`src/hw/rtl/fsnp_pkg.sv`:
```
// ---------------------------------------------------------------------------
// fsnp_pkg
// Shared types and character codes for the format-string number printer.
// ---------------------------------------------------------------------------
package fsnp_pkg;

  localparam logic [7:0] CH_NUL    = 8'h00;
  localparam logic [7:0] CH_PCT    = 8'h25;  // '%'
  localparam logic [7:0] CH_ZERO   = 8'h30;  // '0'
  localparam logic [7:0] CH_UPPA   = 8'h41;  // 'A'
  localparam logic [7:0] CH_LPAREN = 8'h28;  // '('
  localparam logic [7:0] CH_RPAREN = 8'h29;  // ')'
  localparam logic [7:0] CH_LOW_X  = 8'h78;  // 'x'
  localparam logic [7:0] CH_UPP_X  = 8'h58;  // 'X'
  localparam logic [7:0] CH_LOW_D  = 8'h64;  // 'd'
  localparam logic [7:0] CH_LOW_I  = 8'h69;  // 'i'
  localparam logic [7:0] CH_LOW_U  = 8'h75;  // 'u'
  localparam logic [7:0] CH_UPP_U  = 8'h55;  // 'U'

  localparam int unsigned DEC_DIGITS = 10;
  localparam int unsigned HEX_DIGITS = 8;
  localparam int unsigned VAL_W      = 32;
  localparam int unsigned BCD_W      = 4 * DEC_DIGITS;

  // decoration position inside "(0x"
  localparam logic [1:0] DECO_PAREN = 2'd0;
  localparam logic [1:0] DECO_ZERO  = 2'd1;
  localparam logic [1:0] DECO_X     = 2'd2;

  typedef struct packed {
    logic start;  // load a new binary value and begin conversion
    logic shift;  // drop the top BCD digit
  } bcd_ctrl_t;

  typedef struct packed {
    logic       busy;
    logic [3:0] digit;  // current top BCD digit
  } bcd_stat_t;

  typedef enum logic [6:0] {
    S_IDLE  = 7'b0000001,
    S_LIT   = 7'b0000010,
    S_CONV  = 7'b0000100,
    S_DEC   = 7'b0001000,
    S_DECO  = 7'b0010000,
    S_HEX   = 7'b0100000,
    S_CLOSE = 7'b1000000
  } state_t;

  function automatic logic [7:0] hex_ascii(input logic [3:0] d);
    logic [7:0] r;
    if (d > 4'd9) begin
      r = CH_UPPA + {4'h0, d} - 8'd10;
    end else begin
      r = CH_ZERO + {4'h0, d};
    end
    return r;
  endfunction

endpackage

```
`src/hw/rtl/fsnp_bcd.sv`:
```
// ---------------------------------------------------------------------------
// fsnp_bcd
// Bit-serial binary to BCD converter (shift and add three), one bit a cycle.
// ---------------------------------------------------------------------------
module fsnp_bcd
  import fsnp_pkg::*;
(
  input  logic             clk,
  input  logic             rst_n,
  input  bcd_ctrl_t        ctrl,
  input  logic [VAL_W-1:0] bin_in,
  output bcd_stat_t        stat
);

  logic [VAL_W-1:0] bin_r, bin_nxt;
  logic [BCD_W-1:0] bcd_r, bcd_nxt;
  logic [BCD_W-1:0] adj;
  logic [4:0]       cnt_r, cnt_nxt;
  logic             busy_r, busy_nxt;

  // add three to every digit of five or more
  always_comb begin
    for (int i = 0; i < DEC_DIGITS; i++) begin
      if (bcd_r[4*i +: 4] >= 4'd5) begin
        adj[4*i +: 4] = bcd_r[4*i +: 4] + 4'd3;
      end else begin
        adj[4*i +: 4] = bcd_r[4*i +: 4];
      end
    end
  end

  always_comb begin
    bin_nxt  = bin_r;
    bcd_nxt  = bcd_r;
    cnt_nxt  = cnt_r;
    busy_nxt = busy_r;
    if (ctrl.start) begin
      bin_nxt  = bin_in;
      bcd_nxt  = '0;
      cnt_nxt  = '0;
      busy_nxt = 1'b1;
    end else if (busy_r) begin
      bcd_nxt = {adj[BCD_W-2:0], bin_r[VAL_W-1]};
      bin_nxt = {bin_r[VAL_W-2:0], 1'b0};
      cnt_nxt = cnt_r + 5'd1;
      if (cnt_r == 5'd31) begin
        busy_nxt = 1'b0;
      end
    end else if (ctrl.shift) begin
      bcd_nxt = {bcd_r[BCD_W-5:0], 4'h0};
    end
  end

  always_ff @(posedge clk) begin
    if (!rst_n) begin
      busy_r <= 1'b0;
      cnt_r  <= '0;
    end else begin
      busy_r <= busy_nxt;
      cnt_r  <= cnt_nxt;
    end
    bin_r <= bin_nxt;
    bcd_r <= bcd_nxt;
  end

  assign stat.busy  = busy_r;
  assign stat.digit = bcd_r[BCD_W-1 -: 4];

endmodule

```
`src/hw/rtl/format_string_number_printer.sv`:
```
// Format-string number printer.
// A literal word passes through S_LIT before it reaches the output register;
//   a decimal conversion first goes through the bit-serial BCD converter.
// Only one word is in flight: a new format character is taken only once the
//   last one is finished.
// Reset (rst_n low, synchronous): idle, pending '%' cleared, output empty.
// ---------------------------------------------------------------------------
// format_string_number_printer
// Copies literal characters and expands %x, %X, %d, %i, %u and %U conversions.
// ---------------------------------------------------------------------------
module format_string_number_printer
  import fsnp_pkg::*;
(
  input  logic             clk,
  input  logic             rst_n,
  input  logic             in_valid,
  output logic             in_ready,
  input  logic [7:0]       in_fmt_char,
  input  logic [VAL_W-1:0] in_value,
  output logic             out_valid,
  input  logic             out_ready,
  output logic [7:0]       out_char,
  output logic             out_number_port,
  output logic             out_last_char
);

  state_t           state_r, state_nxt;
  logic             pending_r, pending_nxt;
  logic [7:0]       char_r, char_nxt;
  logic             mode_u_r, mode_u_nxt;
  logic [3:0]       idx_r, idx_nxt;
  logic             seen_r, seen_nxt;
  logic [1:0]       deco_r, deco_nxt;
  logic [VAL_W-1:0] hex_sr_r, hex_sr_nxt;

  logic             out_valid_r, out_valid_nxt;
  logic [7:0]       out_char_r, out_char_nxt;
  logic             out_num_r, out_num_nxt;
  logic             out_last_r, out_last_nxt;

  bcd_ctrl_t        bcd_ctrl;
  bcd_stat_t        bcd_stat;

  logic             slot_free;
  logic [3:0]       hex_dig;
  logic             show;
  logic             last_pos;

  fsnp_bcd u_bcd (
    .clk    (clk),
    .rst_n  (rst_n),
    .ctrl   (bcd_ctrl),
    .bin_in (in_value),
    .stat   (bcd_stat)
  );

  // output register is free when empty or being drained this cycle
  assign slot_free = !out_valid_r || out_ready;
  assign hex_dig   = hex_sr_r[VAL_W-1 -: 4];

  always_comb begin
    state_nxt     = state_r;
    pending_nxt   = pending_r;
    char_nxt      = char_r;
    mode_u_nxt    = mode_u_r;
    idx_nxt       = idx_r;
    seen_nxt      = seen_r;
    deco_nxt      = deco_r;
    hex_sr_nxt    = hex_sr_r;
    out_valid_nxt = out_valid_r && !out_ready;
    out_char_nxt  = out_char_r;
    out_num_nxt   = out_num_r;
    out_last_nxt  = out_last_r;
    bcd_ctrl      = '0;
    show          = 1'b0;
    last_pos      = 1'b0;

    case (state_r)
      S_IDLE: begin
        if (in_valid) begin
          char_nxt   = in_fmt_char;
          hex_sr_nxt = in_value;
          idx_nxt    = '0;
          seen_nxt   = 1'b0;
          deco_nxt   = DECO_PAREN;
          if (in_fmt_char == CH_NUL) begin
            // end of string: drop any armed '%'
            pending_nxt = 1'b0;
          end else if (pending_r) begin
            pending_nxt = 1'b0;
            if (in_fmt_char == CH_LOW_X || in_fmt_char == CH_UPP_X) begin
              mode_u_nxt = 1'b0;
              state_nxt  = S_HEX;
            end else if (in_fmt_char == CH_LOW_D || in_fmt_char == CH_LOW_I ||
                         in_fmt_char == CH_LOW_U) begin
              mode_u_nxt     = 1'b0;
              bcd_ctrl.start = 1'b1;
              state_nxt      = S_CONV;
            end else if (in_fmt_char == CH_UPP_U) begin
              mode_u_nxt     = 1'b1;
              bcd_ctrl.start = 1'b1;
              state_nxt      = S_CONV;
            end
            // any other specifier is swallowed
          end else if (in_fmt_char == CH_PCT) begin
            pending_nxt = 1'b1;
          end else begin
            state_nxt = S_LIT;
          end
        end
      end

      S_LIT: begin
        if (slot_free) begin
          out_valid_nxt = 1'b1;
          out_char_nxt  = char_r;
          out_num_nxt   = 1'b0;
          out_last_nxt  = 1'b1;
          state_nxt     = S_IDLE;
        end
      end

      S_CONV: begin
        // hold until the converter has taken in all 32 bits
        if (!bcd_stat.busy) begin
          state_nxt = S_DEC;
        end
      end

      S_DEC: begin
        last_pos = (idx_r == 4'(DEC_DIGITS - 1));
        show     = (bcd_stat.digit != 4'h0) || seen_r || last_pos;
        // leading zeros advance without waiting for the output
        if (!show || slot_free) begin
          if (show) begin
            out_valid_nxt = 1'b1;
            out_char_nxt  = CH_ZERO + {4'h0, bcd_stat.digit};
            out_num_nxt   = 1'b1;
            out_last_nxt  = last_pos && !mode_u_r;
          end
          seen_nxt       = seen_r || show;
          bcd_ctrl.shift = 1'b1;
          idx_nxt        = idx_r + 4'd1;
          if (last_pos) begin
            idx_nxt   = '0;
            seen_nxt  = 1'b0;
            state_nxt = mode_u_r ? S_DECO : S_IDLE;
          end
        end
      end

      S_DECO: begin
        if (slot_free) begin
          out_valid_nxt = 1'b1;
          out_num_nxt   = 1'b1;
          out_last_nxt  = 1'b0;
          deco_nxt      = deco_r + 2'd1;
          case (deco_r)
            DECO_PAREN: out_char_nxt = CH_LPAREN;
            DECO_ZERO:  out_char_nxt = CH_ZERO;
            DECO_X:     out_char_nxt = CH_LOW_X;
            default:    out_char_nxt = CH_LOW_X;
          endcase
          if (deco_r == DECO_X) begin
            state_nxt = S_HEX;
          end
        end
      end

      S_HEX: begin
        last_pos = (idx_r == 4'(HEX_DIGITS - 1));
        show     = (hex_dig != 4'h0) || seen_r || last_pos;
        if (!show || slot_free) begin
          if (show) begin
            out_valid_nxt = 1'b1;
            out_char_nxt  = hex_ascii(hex_dig);
            out_num_nxt   = 1'b1;
            out_last_nxt  = last_pos && !mode_u_r;
          end
          seen_nxt   = seen_r || show;
          hex_sr_nxt = {hex_sr_r[VAL_W-5:0], 4'h0};
          idx_nxt    = idx_r + 4'd1;
          if (last_pos) begin
            idx_nxt   = '0;
            seen_nxt  = 1'b0;
            state_nxt = mode_u_r ? S_CLOSE : S_IDLE;
          end
        end
      end

      S_CLOSE: begin
        if (slot_free) begin
          out_valid_nxt = 1'b1;
          out_char_nxt  = CH_RPAREN;
          out_num_nxt   = 1'b1;
          out_last_nxt  = 1'b1;
          state_nxt     = S_IDLE;
        end
      end

      default: begin
        state_nxt = S_IDLE;
      end
    endcase
  end

  always_ff @(posedge clk) begin
    if (!rst_n) begin
      state_r     <= S_IDLE;
      pending_r   <= 1'b0;
      out_valid_r <= 1'b0;
      idx_r       <= '0;
      seen_r      <= 1'b0;
      deco_r      <= DECO_PAREN;
      mode_u_r    <= 1'b0;
    end else begin
      state_r     <= state_nxt;
      pending_r   <= pending_nxt;
      out_valid_r <= out_valid_nxt;
      idx_r       <= idx_nxt;
      seen_r      <= seen_nxt;
      deco_r      <= deco_nxt;
      mode_u_r    <= mode_u_nxt;
    end
    char_r     <= char_nxt;
    hex_sr_r   <= hex_sr_nxt;
    out_char_r <= out_char_nxt;
    out_num_r  <= out_num_nxt;
    out_last_r <= out_last_nxt;
  end

  // one word in flight at a time
  assign in_ready        = (state_r == S_IDLE);
  assign out_valid       = out_valid_r;
  assign out_char        = out_char_r;
  assign out_number_port = out_num_r;
  assign out_last_char   = out_last_r;

endmodule
```
`config.mk`:
```
export PLATFORM = sky130hd
export DESIGN_NAME = format_string_number_printer
export DESIGN_NICKNAME = d
export VERILOG_FILES = /design/src/hw/rtl/fsnp_pkg.sv /design/src/hw/rtl/fsnp_bcd.sv /design/src/hw/rtl/format_string_number_printer.sv
export SDC_FILE = /design/constraint.sdc
export NUM_CORES = 1
export LEC_CHECK = 0
export BUFFER_PORTS_ARGS = -buffer_cell sky130_fd_sc_hd__buf_4
export CAP_MARGIN = 10
export CORE_ASPECT_RATIO = 0.8
export CORE_MARGIN = 4
export CORE_UTILIZATION = 61
export CTS_CLUSTER_DIAMETER = 150
export DETAILED_ROUTE_END_ITERATION = 6
export PLACE_DENSITY = 0.8
export SLEW_MARGIN = 20
export SYNTH_ARGS = -nofsm -noshare
export SYNTH_HDL_FRONTEND = slang
export SYNTH_SLANG_ARGS = --single-unit
```
`constraint.sdc`:
```
create_clock -name clk -period 3.8 [get_ports clk]
set_input_delay 0.57 -clock clk [delete_from_list [all_inputs] [get_ports clk]]
set_output_delay 0.57 -clock clk [all_outputs]
set_load 0.1 [all_outputs]
```
==> results.py <==
metrics = {
    "clock_tree": {
        "h-tree-depth": 4,
        "insertion_delay_ns": 0.43,
        "clk_pin_slew_ns": 0.06,
        "cts_buffer_depth": 2,
        "postCtsHoldBufs": 0,
        "cts_setup_buffers": 0,
        "cts_tree": "yes",
        "cts_inserted_buffers": 17,
        "cts_resized": 0,
        "cts.sink_count": 145,
        "ctsRootBufferMaster": "clkbuf_16",
    },
    "worst_setup_path": {
        "crit_fanout": 10,
        "path_buf_inv": 2,
        "cp.required_ns": 3.23,
        "critPathArrivalTime_ns": 2.23,
        "crit_path_end_kind": "output port",
        "critPathSlowestCell": "nor4_4",
        "cp_top_family": "simple AND/OR/NAND/NOR gates",
        "crit_type": "flip-flop to output port",
        "start_kind": "flip-flop",
        "path_cells": "nor4_4 > nand3_4 > clkinv_1 > buf_4",
        "slowest_delay_ns": 0.60,
    },
    "global_route": {
        "grt_pass1_vias": 5901,
        "antenna_found_initial": 0,
        "grt_max_degree": 77,
        "grt_usage": 0.2401,
        "grt_pass1_wl_mm": 28.44,
        "grt_overflow": 0,
    },
    "die": {
        "dieWidth_um": 135.0,
        "die_h_um": 109.6,
        "core-area_mm2": 0.01239,
        "num_rows": 36,
        "io_pins": 56,
        "fp.dieArea_mm2": 0.01479,
        "initial_core_util": 0.6351,
    },
    "status": {
        "status": "finished, final reports clean",
    },
    "power_and_ir_drop": {
        "power_frac_seq": 0.448,
        "pwr-share-comb": 0.185,
        "p_leak_nw": 3.673,
        "irDropWorstVdd_mv": 0.3617,
        "p_total_w": 0.004345,
        "p_sw_frac": 0.3094,
        "internal-power_w": 0.003000,
        "power.density_mw_per_mm2": 486.3,
        "clkPwrFrac": 0.367,
        "switching_power_w": 0.001344,
    },
    "synth": {
        "synth-edff-count": 82,
        "syn_area_mm2": 0.007866,
        "ys_warn_count": 0,
        "yosysTopAreaCell": "edfxtp_1",
        "syn_area_per_cell_um2": 9.833,
        "ys_ff_latch": 145,
        "yosysUniqueCellTypes": 68,
        "syn_nets": 875,
        "synth_area_leaders": "edfxtp_1 (31%), dfxtp_1 (16%), nand2_1 (6.0%)",
        "synthesis.instances": 800,
        "seq_area_frac_synth": 0.4734,
        "synth_flop_cell": "edfxtp_1",
        "async_flop_share": 0,
        "yosys.area.top_type_share": 0.3130,
    },
    "job": {
        "max-cap-violations": 0,
    },
    "timing": {
        "layout_min_cycle_time_ns": 2.799,
        "rsz0062_at_grt": "no",
        "hold_violations": 0,
        "fin_tns_setup_ns": 0,
        "relSlewSlack": 0.4452,
        "timing.fmax_mhz": 357.3,
        "slew_viol_final": 0,
        "fin_crit_sh": 0.7366,
        "worst_pin_slew_ns": 0.8321,
        "setup_viol": 0,
        "skew_ns": 0.01184,
    },
    "route": {
        "drc": 0,
        "vias": 6130,
        "viasPerCell": 5.980,
        "first_iter_violations": 672,
        "route.met3.wl_mm": 1.147,
        "wl_met2_mm": 8.053,
        "ant_nets": 0,
        "routed_wl_mm": 17.11,
        "top_layer": "met4",
        "drt-met1-wl_mm": 7.641,
        "first_pass_iters": 5,
        "wire_per_inst_um": 16.70,
    },
    "final_layout": {
        "n_antenna_cell": 0,
        "fill_cells": 890,
        "drive_gt1_frac": 0.1604,
        "nets": 916,
        "area_growth_pct": 13.57,
        "fin_util": 0.7212,
    },
    "placement": {
        "io_buffers": 55,
        "place_congestion": 0.9554,
        "hpwl_mm": 11.55,
    },
    "min_path": {
        "hp-class": "input pin to flip-flop",
    },
}
## state kept, by name, indices dropped and copies added (netlist names)
| signal | flops |
|---|---|
| seen_r | 1 |
| deco_r | 2 |
| out_last_char | 1 |
| u_bcd.cnt_r | 5 |
| u_bcd.busy_r | 1 |
| u_bcd.bin_r | 32 |
| idx_r | 4 |
| char_r | 8 |
| mode_u_r | 1 |
| out_char | 8 |
| state_r | 7 |
| out_valid | 1 |
| out_number_port | 1 |
| pending_r | 1 |
| hex_sr_r | 32 |
| u_bcd.bcd_r | 40 |
## kinds of logic after synthesis
logic type / count (synthesis) / synth area share
AO/OA/AOI/OAI: 181 / 0.1667
XOR/XNOR: 18 / 0.02004
buffers and inverters: 81 / 0.04644
adder cells (fa/ha/maj): 31 / 0.04931
AND/OR/NAND/NOR: 300 / 0.1832
flip-flops: 145 / 0.4734
multiplexers: 44 / 0.06092
## routing by layer
metal | track usage | vias up
li1 | - | 2977
met2 | 0.3944 | 219
met3 | 0.06359 | 30
met4 | 0.06835 | 0
met5 | 0 | -
met1 | 0.3177 | 2904
## synthesized netlist by cell type (15+ instances only)
cell type,number
nand2_1,126
a211oi_1,38
clkbuf_1,17
a21oi_1,40
a31oi_1,19
mux2_2,28
inv_1,39
edfxtp_1,82
dfxtp_1,63
nor2_1,72
ha_1,31
o21ai_0,15
nor2b_1,17
## stage by stage
stage / instance area [um^2] / cells / worst slack (ns) / hold slack [ns]
2_1_floorplan: 7870 / 800 / 0.5909 / 0.4647
3_3_place_gp: 8374 / 993 / 1.194 / 0.4770
3_5_place_dp: 8374 / 993 / 1.091 / 0.4980
4_1_cts: 8934 / 1025 / 1.040 / 0.3209
5_1_grt: 8934 / 1025 / 0.8837 / 0.3211
6_report: 8934 / 1025 / 1.001 / 0.3344
## cells in the final DEF, fill, tap and decap left out, types with 10 or more instances in the layout
| cell type | n |
|---|---|
| ha_1 | 31 |
| buf_4 | 60 |
| mux2i_1 | 13 |
| nand3_1 | 11 |
| a31oi_1 | 19 |
| o21ai_0 | 15 |
| dfxtp_1 | 62 |
| edfxtp_1 | 82 |
| xnor2_1 | 14 |
| a21oi_1 | 39 |
| o21a_1 | 10 |
| nand2_1 | 126 |
| nor2_1 | 71 |
| mux2_2 | 28 |
| clkbuf_16 | 17 |
| a211oi_1 | 38 |
| nor2b_1 | 17 |
| inv_1 | 39 |
| nand2b_1 | 14 |
## area by class of cell
type                            instances  area (um^2)  area share
Timing Repair Buffer                   62        490.5     0.05490
Clock buffer                           19        432.9     0.04846
Sequential cell                       145         3725      0.4169
Inverter                               41        153.9     0.01723
Multi-Input combinational cell        574         3791      0.4244
Tap cell                              171        214.0     0.02395
Clock inverter                         13        126.4     0.01415
## power by group through the flow
| stage | Clock, W | Sequential [W] | Combinational (W) |
|---|---|---|---|
| detailed placement | 0 | 0.00198 | 0.000788 |
| floorplan | 0 | 0.00206 | 0.000489 |
| global route | 0.00168 | 0.00196 | 0.000854 |
| CTS | 0.00161 | 0.00195 | 0.000793 |
| finish | 0.00159 | 0.00195 | 0.000803 |
| global placement | 0 | 0.00197 | 0.000774 |
## worst reg2reg max path, cell delays in order, from the launching register on
cell and delay, ns:
dfxtp_1 0.41, nor4_4 0.60, nand3_4 0.21, a2111oi_4 0.43
or2_2 0.68
## path summary, 6_finish.rpt
| path | start | to | slack, ns | cells after the start |
|---|---|---|---|---|
| setup reg to reg | state_r[6] | u_bcd.bin_r[4] | 1.09 | 4 |
| setup / recovery | state_r[6] | in_ready | 1.00 | 4 |
| hold / removal | in_fmt_char[1] | char_r[1] | 0.33 | 1 |
| hold reg to reg | hex_sr_r[17] | hex_sr_r[21] | 0.51 | 2 |
No activity file was read; power rests on OpenSTA's default activity.
